<file path="src/rtl/stld_pkg.sv">
package stld_pkg;

	localparam int LIN_MAX_W  = 25;
	localparam int COEF_W     = 17;
	localparam int TINY_SCALE = 1000;
	localparam int DRV_W      = 8;

	typedef struct packed {
		logic [7:0] red_in;
		logic [7:0] green_in;
		logic [7:0] blue_in;
	} pixel_t;

	typedef struct packed {
		logic [7:0] red_drive;
		logic [7:0] green_drive;
		logic [7:0] blue_drive;
	} drive_t;

	typedef logic [LIN_MAX_W-1:0] lin_rom_t [256];
	typedef logic signed [COEF_W-1:0] coef_t [3][3];

	localparam coef_t COEF = '{
		'{17'sd25648, 17'sd14980, 17'sd1208},
		'{17'sd1789,  17'sd34228, -17'sd63},
		'{17'sd185,   -17'sd111,  17'sd14511}
	};

	function automatic longint unsigned pow5_q30(longint unsigned r);
		longint unsigned p;
		p = r;
		for (int k = 0; k < 4; k++) begin
			p = (p * r) >> 30;
		end
		return p;
	endfunction

	function automatic longint unsigned lin_value(int f, int c);
		longint unsigned num, q, b2, lo, hi, mid, v;
		if (c <= 10) begin
			num = (longint'(10 * c) << f) + 16473;
			return num / 32946;
		end
		num = 1000 * longint'(c) + 14025;
		q   = (num << 30) / 269025;
		b2  = (q * q) >> 30;
		lo  = 0;
		hi  = longint'(1) << 30;
		while (lo < hi) begin
			mid = lo + (hi - lo + 1) / 2;
			if (pow5_q30(mid) <= b2) begin
				lo = mid;
			end else begin
				hi = mid - 1;
			end
		end
		v = (b2 * lo) >> 30;
		v = (v + (longint'(1) << (29 - f))) >> (30 - f);
		return v;
	endfunction

	function automatic lin_rom_t build_lin_rom(int f);
		lin_rom_t rom;
		for (int c = 0; c < 256; c++) begin
			rom[c] = LIN_MAX_W'(lin_value(f, c));
		end
		return rom;
	endfunction

endpackage

</file>
<file path="src/rtl/stld_div.sv">
module stld_div #(
	parameter int MW = 34
) (
	input  logic                 clk,
	input  logic                 arst_n,
	input  logic                 in_valid,
	input  logic [MW+7:0]        num,
	input  logic [MW-1:0]        den,
	output logic                 out_valid,
	output logic [7:0]           quo
);
	import stld_pkg::*;

	localparam int NW = MW + DRV_W;

	logic          vld_s [DRV_W];
	logic [NW-1:0] rem_s [DRV_W];
	logic [MW-1:0] den_s [DRV_W];
	logic [7:0]    quo_s [DRV_W];

	for (genvar g = 0; g < DRV_W; g++) begin : g_stage
		logic          vld_p;
		logic [NW-1:0] rem_p;
		logic [MW-1:0] den_p;
		logic [7:0]    quo_p;
		logic [NW-1:0] trial;
		logic          ge;

		if (g == 0) begin : g_first
			assign vld_p = in_valid;
			assign rem_p = num;
			assign den_p = den;
			assign quo_p = '0;
		end else begin : g_next
			assign vld_p = vld_s[g-1];
			assign rem_p = rem_s[g-1];
			assign den_p = den_s[g-1];
			assign quo_p = quo_s[g-1];
		end

		assign trial = NW'(den_p) << (DRV_W - 1 - g);
		assign ge    = rem_p >= trial;

		always_ff @(posedge clk or negedge arst_n) begin
			if (!arst_n) begin
				vld_s[g] <= 1'b0;
			end else begin
				vld_s[g] <= vld_p;
			end
		end

		always_ff @(posedge clk) begin
			rem_s[g] <= ge ? rem_p - trial : rem_p;
			den_s[g] <= den_p;
			quo_s[g] <= quo_p | (ge ? 8'(1) << (DRV_W - 1 - g) : 8'd0);
		end
	end

	assign out_valid = vld_s[DRV_W-1];
	assign quo       = quo_s[DRV_W-1];

endmodule

</file>
<file path="config.mk">
export PLATFORM = sky130hd
export DESIGN_NAME = stld_div
export DESIGN_NICKNAME = d
export VERILOG_FILES = /design/src/rtl/stld_pkg.sv /design/src/rtl/stld_div.sv
export SDC_FILE = /design/constraint.sdc
export NUM_CORES = 1
export LEC_CHECK = 0
export ABC_AREA = 1
export BUFFER_PORTS_ARGS = -buffer_cell sky130_fd_sc_hd__buf_2
export CAP_MARGIN = 20
export CORE_MARGIN = 2
export CORE_UTILIZATION = 30
export CTS_CLUSTER_SIZE = 25
export DETAILED_ROUTE_END_ITERATION = 12
export SYNTH_ARGS = -nofsm -noshare
export SYNTH_HDL_FRONTEND = slang
export SYNTH_SLANG_ARGS = --single-unit
</file>
<file path="constraint.sdc">
create_clock -name clk -period 2.25 [get_ports clk]
set_clock_uncertainty 0.15 [all_clocks]
set_input_delay 0.1125 -clock clk [delete_from_list [all_inputs] [get_ports clk]]
set_output_delay 0.1125 -clock clk [all_outputs]
set_load 0.02 [all_outputs]
</file>
==> report_table.html <==
<table>
<tr><th>Metric</th><th>Value</th></tr>
<tr><th colspan="2">Floorplanning</th></tr>
<tr><td>Core Area</td><td>0.122 mm2</td></tr>
<tr><td>Cell row count</td><td>128</td></tr>
<tr><td>Die span in x</td><td>353 um</td></tr>
<tr><td>Vertical die dimension</td><td>353 um</td></tr>
<tr><td>Top-Level Pins</td><td>88</td></tr>
<tr><td>Die footprint</td><td>0.125 mm2</td></tr>
<tr><td>Effective utilization at floorplan</td><td>30.1%</td></tr>
<tr><th colspan="2">Hold path</th></tr>
<tr><td>Startpoint of the worst hold path</td><td>den[25]</td></tr>
<tr><td>Kind of path behind the tightest hold check</td><td>in2reg</td></tr>
<tr><td>Capture endpoint of the worst hold path</td><td>den_s[0][25]</td></tr>
<tr><td>Worst hold stages</td><td>1</td></tr>
<tr><th colspan="2">Logic synthesis</th></tr>
<tr><td>Register bit count reported by yosys</td><td>576</td></tr>
<tr><td>Mean instance size in the synthesized netlist</td><td>6.15 um2</td></tr>
<tr><td>Post-synth design cell area</td><td>0.0366 mm2</td></tr>
<tr><td>Post-synth cell types</td><td>42</td></tr>
<tr><td>Synthesized netlist net count</td><td>6,315</td></tr>
<tr><td>Top-area cell type share of the netlist area</td><td>31.0%</td></tr>
<tr><td>Cell types with the largest area share after synthesis</td><td>dfxtp_1 31%, nand2_1 25%, inv_1 12%</td></tr>
<tr><td>Post-synthesis instance total</td><td>5,957</td></tr>
<tr><td>Fraction of the yosys area taken by sequential cells</td><td>31.6%</td></tr>
<tr><td>Async S/R FF share, synth</td><td>1.39%</td></tr>
<tr><td>Flip-flop cell with the highest count after synthesis</td><td>dfxtp_1</td></tr>
<tr><td>Yosys warning count</td><td>0</td></tr>
<tr><td>Cell taking the most area after synthesis</td><td>dfxtp_1</td></tr>
<tr><td>Post-synth EDFFs</td><td>0</td></tr>
<tr><th colspan="2">Power and ir drop</th></tr>
<tr><td>Leak</td><td>0.0302 uW</td></tr>
<tr><td>Pwr Density</td><td>1350 mW/mm2</td></tr>
<tr><td>Worst ir drop on vdd</td><td>0.000726 V</td></tr>
<tr><th colspan="2">Route</th></tr>
<tr><td>Detailed-router iteration count before antenna repair</td><td>5</td></tr>
<tr><td>Violation count after the first detailed-route iteration</td><td>1,556</td></tr>
<tr><td>Final ANT Viol Nets</td><td>0</td></tr>
<tr><td>Post-detailed-route via-to-cell ratio</td><td>4.45</td></tr>
<tr><td>Wirelength, routed</td><td>152 mm</td></tr>
<tr><td>Via count</td><td>40,200</td></tr>
<tr><td>Drt drc</td><td>0</td></tr>
<tr><td>Routed len/inst</td><td>16.8 um</td></tr>
<tr><th colspan="2">Clocking</th></tr>
<tr><td>Total clock buffers created by CTS</td><td>73</td></tr>
<tr><td>CTS tree</td><td>done</td></tr>
<tr><td>Maximum clock path buffer count</td><td>3</td></tr>
<tr><td>Clock Sink Count</td><td>576</td></tr>
<tr><td>Root buffer cell</td><td>clkbuf_16</td></tr>
<tr><td>Clock Latency Late Sink</td><td>0.67 ns</td></tr>
<tr><td>Number of H-tree levels</td><td>3</td></tr>
<tr><td>Clock-pin slew of the registers on the worst-case setup and hold paths</td><td>0.06 ns</td></tr>
<tr><th colspan="2">Run</th></tr>
<tr><td>Number of maximum-capacitance constraint violations</td><td>0</td></tr>
<tr><th colspan="2">Critical path</th></tr>
<tr><td>Worst Path Max Fanout</td><td>3</td></tr>
<tr><td>Worst setup path category</td><td>reg2reg</td></tr>
<tr><td>Worst reg-to-reg path cell count</td><td>12</td></tr>
<tr><td>CP max stage delay</td><td>0.35 ns</td></tr>
<tr><td>Data required time at the worst endpoint</td><td>2.65 ns</td></tr>
<tr><td>Cell with the biggest individual delay on the critical path</td><td>dfxtp_2</td></tr>
<tr><td>Startpoint type of the worst setup path</td><td>flip-flop</td></tr>
<tr><td>Worst R2R End</td><td>rem_s[1][31]</td></tr>
<tr><td>Startpoint of the most critical register-to-register path</td><td>den_s[0][19]</td></tr>
<tr><td>Reg-to-reg setup timing slack</td><td>-0.08 ns</td></tr>
<tr><td>Critical path endpoint category</td><td>flip-flop</td></tr>
<tr><td>Crit path cell chain</td><td>inv_1 &gt; ha_4 &gt; buf_4 &gt; nand2_1 &gt; nor2_1 &gt; inv_1 &gt; nor2_1 &gt; nand3_1 &gt; nand3_1 &gt; nand2_1 &gt; nand3_1 &gt; nand2_1</td></tr>
<tr><td>Critical path arrival</td><td>2.73 ns</td></tr>
<tr><th colspan="2">STA</th></tr>
<tr><td>Post-route minimum period</td><td>2.33 ns</td></tr>
<tr><td>Worst hold slack</td><td>-0.565 ns</td></tr>
<tr><td>Transition time at the pin with the least slew margin</td><td>0.680 ns</td></tr>
<tr><td>Final critical-path share of the clock period</td><td>104%</td></tr>
<tr><td>Hold violation total from the final report</td><td>13</td></tr>
<tr><td>Unrepaired setup endpoints after global routing</td><td>true</td></tr>
<tr><td>Max frequency</td><td>429 MHz</td></tr>
<tr><td>Setup-violating endpoint count in the final report</td><td>61</td></tr>
<tr><td>Setup WS post-layout</td><td>-0.0806 ns</td></tr>
<tr><td>Worst slew margin relative to its limit</td><td>54.6%</td></tr>
<tr><td>Fin. max-slew vios</td><td>0</td></tr>
<tr><th colspan="2">Global route</th></tr>
<tr><td>Largest net degree at the start of global routing</td><td>25</td></tr>
<tr><td>Vias in the first global route</td><td>41,400</td></tr>
<tr><td>Overall routing resource usage</td><td>23.4%</td></tr>
<tr><td>Global-route congestion overflow total</td><td>0</td></tr>
<tr><td>Initial antenna violation count</td><td>0</td></tr>
<tr><td>Wire length of the first global-routing pass</td><td>225 mm</td></tr>
<tr><th colspan="2">Placed design</th></tr>
<tr><td>DP Area</td><td>0.0471 mm2</td></tr>
<tr><td>Port Buffers</td><td>87</td></tr>
<tr><td>Routability congestion estimate from global placement</td><td>0.988</td></tr>
<tr><td>Post-DP HPWL</td><td>124 mm</td></tr>
<tr><th colspan="2">Cells and area</th></tr>
<tr><td>Diode insertion count for antenna repair</td><td>0</td></tr>
<tr><td>Fillers</td><td>12,400</td></tr>
<tr><td>Layout cells sized above 1</td><td>31.7%</td></tr>
<tr><td>Finished Core Util</td><td>46.4%</td></tr>
<tr><td>Post-layout net count</td><td>7,701</td></tr>
<tr><td>Layout Area Growth over Synthesis</td><td>53.9%</td></tr>
<tr><td>Post-route design area</td><td>0.0564 mm2</td></tr>
<tr><th colspan="2">Status</th></tr>
<tr><td>Result of the run</td><td>finished with violations</td></tr>
<tr><td>Failing checks</td><td>hold timing, setup timing</td></tr>
</table>
worst max-delay path, delay by kind of cell (launching register included):
family / cells / cell delay [ns]
adders and majority gates: 1 / 0.27
and+or+nand+nor: 8 / 1.13
DFF: 1 / 0.35
buffers and inverters: 3 / 0.31
synth_stat cells (7+ instances only):
master and n:
nand4_1 53, nor3_1 61, inv_1 1145, inv_2 15, dfxtp_1 568, fa_1 7
xor2_1 118, buf_6 18, a21oi_1 194, nand2_1 2457, buf_2 19, dfrtp_1 8
nor2_2 16, o21bai_1 31, nand3_1 301, buf_4 9, nand3b_1 65, nand2_2 8
ha_1 272, nor2_1 485, o21ai_0 39, a21oi_2 12
worst max path at each step:
| stage | from | endpoint | slack [ns] | depth (start not counted) |
|---|---|---|---|---|
| after CTS | rem_s[4][2] | rem_s[5][19] | -0.08 | 18 |
| after global placement | den[27] | rem_s[0][30] | -0.42 | 15 |
| after detailed placement | den[27] | rem_s[0][30] | -0.45 | 15 |
| after global routing | rem_s[2][4] | rem_s[3][32] | -0.16 | 13 |
| final | den_s[0][19] | rem_s[1][31] | -0.08 | 12 |
| after floorplan | rem_s[4][2] | rem_s[5][8] | 0.11 | 17 |
per-stage QoR:
stage | total power (uW) | std cells | setup WS, ns | hold WS, ns | setup TNS (ns)
3_5_place_dp | 55700 | 8696 | -0.455 | -0.187 | -64.57
3_3_place_gp | 55400 | 8696 | -0.416 | -0.195 | -58.80
4_1_cts | 72200 | 8972 | -0.0826 | -0.604 | -2.81
2_1_floorplan | 36300 | 5957 | 0.107 | -0.333 | 0
6_report | 75900 | 9024 | -0.0806 | -0.565 | -1.41
5_1_grt | 81700 | 9024 | -0.161 | -0.581 | -17.61
area by class of cell:
class / instances / area, um2 / area share, %
clock inverter: 40 / 515 / 0.914
multi-input combinational: 4173 / 24800 / 43.9
tap: 1625 / 2030 / 3.60
inverter: 1161 / 4410 / 7.82
timing repair inverter: 1 / 20.0 / 0.0355
sequential: 576 / 11700 / 20.8
clock buffer: 91 / 2000 / 3.55
timing repair buffer: 1357 / 10900 / 19.4
state kept, by name, summed over array words and instances (netlist names):
name	cells
rem_s	294
den_s	238
quo_s	36
g_stage.vld_p	7
out_valid	1
cells in the final DEF, fill, tap and decap left out, types with 33 or more instances in the layout:
master / synthesis / routed
ha_1: 272 / 136
inv_1: 1145 / 1106
nand4_1: 53 / 53
dfxtp_2: 0 / 118
a21oi_1: 194 / 134
buf_2: 19 / 87
nor2_2: 16 / 95
nand2_1: 2457 / 2173
nand3_2: 6 / 56
clkbuf_16: 0 / 80
nand3_1: 301 / 230
nand2_2: 8 / 240
inv_2: 15 / 49
xor2_1: 118 / 118
nand2_4: 4 / 53
nor2_1: 485 / 333
dfxtp_1: 568 / 446
o21ai_0: 39 / 33
ha_4: 0 / 133
nor3_1: 61 / 38
buf_4: 9 / 1108
a21oi_2: 12 / 64
nor2_4: 1 / 74
nand3b_1: 65 / 65
dlygate4sd3_1: 0 / 104
cell families (layout without fill, tap and decap cells):
family                     count (synthesis)  count (layout)  share of synthesized area (%)
xor gates and xnor gates                 124             124                           2.96
and+or+nand+nor                         3482            3482                           38.5
AOI/OAI and AO/OA                        288             288                           4.35
DFF                                      576             576                           31.6
adders and majority gates                279             279                           9.67
buffers and inverters                   1208            2650                           12.9
per-layer routing:
layer | routed length [um] | track usage [%] | vias to the layer above
met2 | 80300 | 46.2 | 842
li1 | - | - | 20800
met5 | 0 | 0 | -
met1 | 54800 | 22.4 | 18100
met3 | 3840 | 2.09 | 452
met4 | 13000 | 17.4 | 0
timing repair:
| item | 4_1_cts | 5_1_grt |
|---|---|---|
| pin swaps | 105 | 146 |
| gates resized for setup | 594 | 537 |
| buffers inserted | 40 | 42 |
| hold buffers | 97 | 7 |
| setup endpoints to repair | 235 | 269 |
| endpoints found under the hold margin | 85 | 16 |
| gates cloned | 9 | 7 |
report_power, final:
part / internal [uW] / leakage (uW) / switching (uW)
registers: 13200 / 0.00488 / 2600
logic: 21800 / 0.0241 / 26100
clock network: 7130 / 0.00123 / 5060
Power figures use the tool's default switching activity.
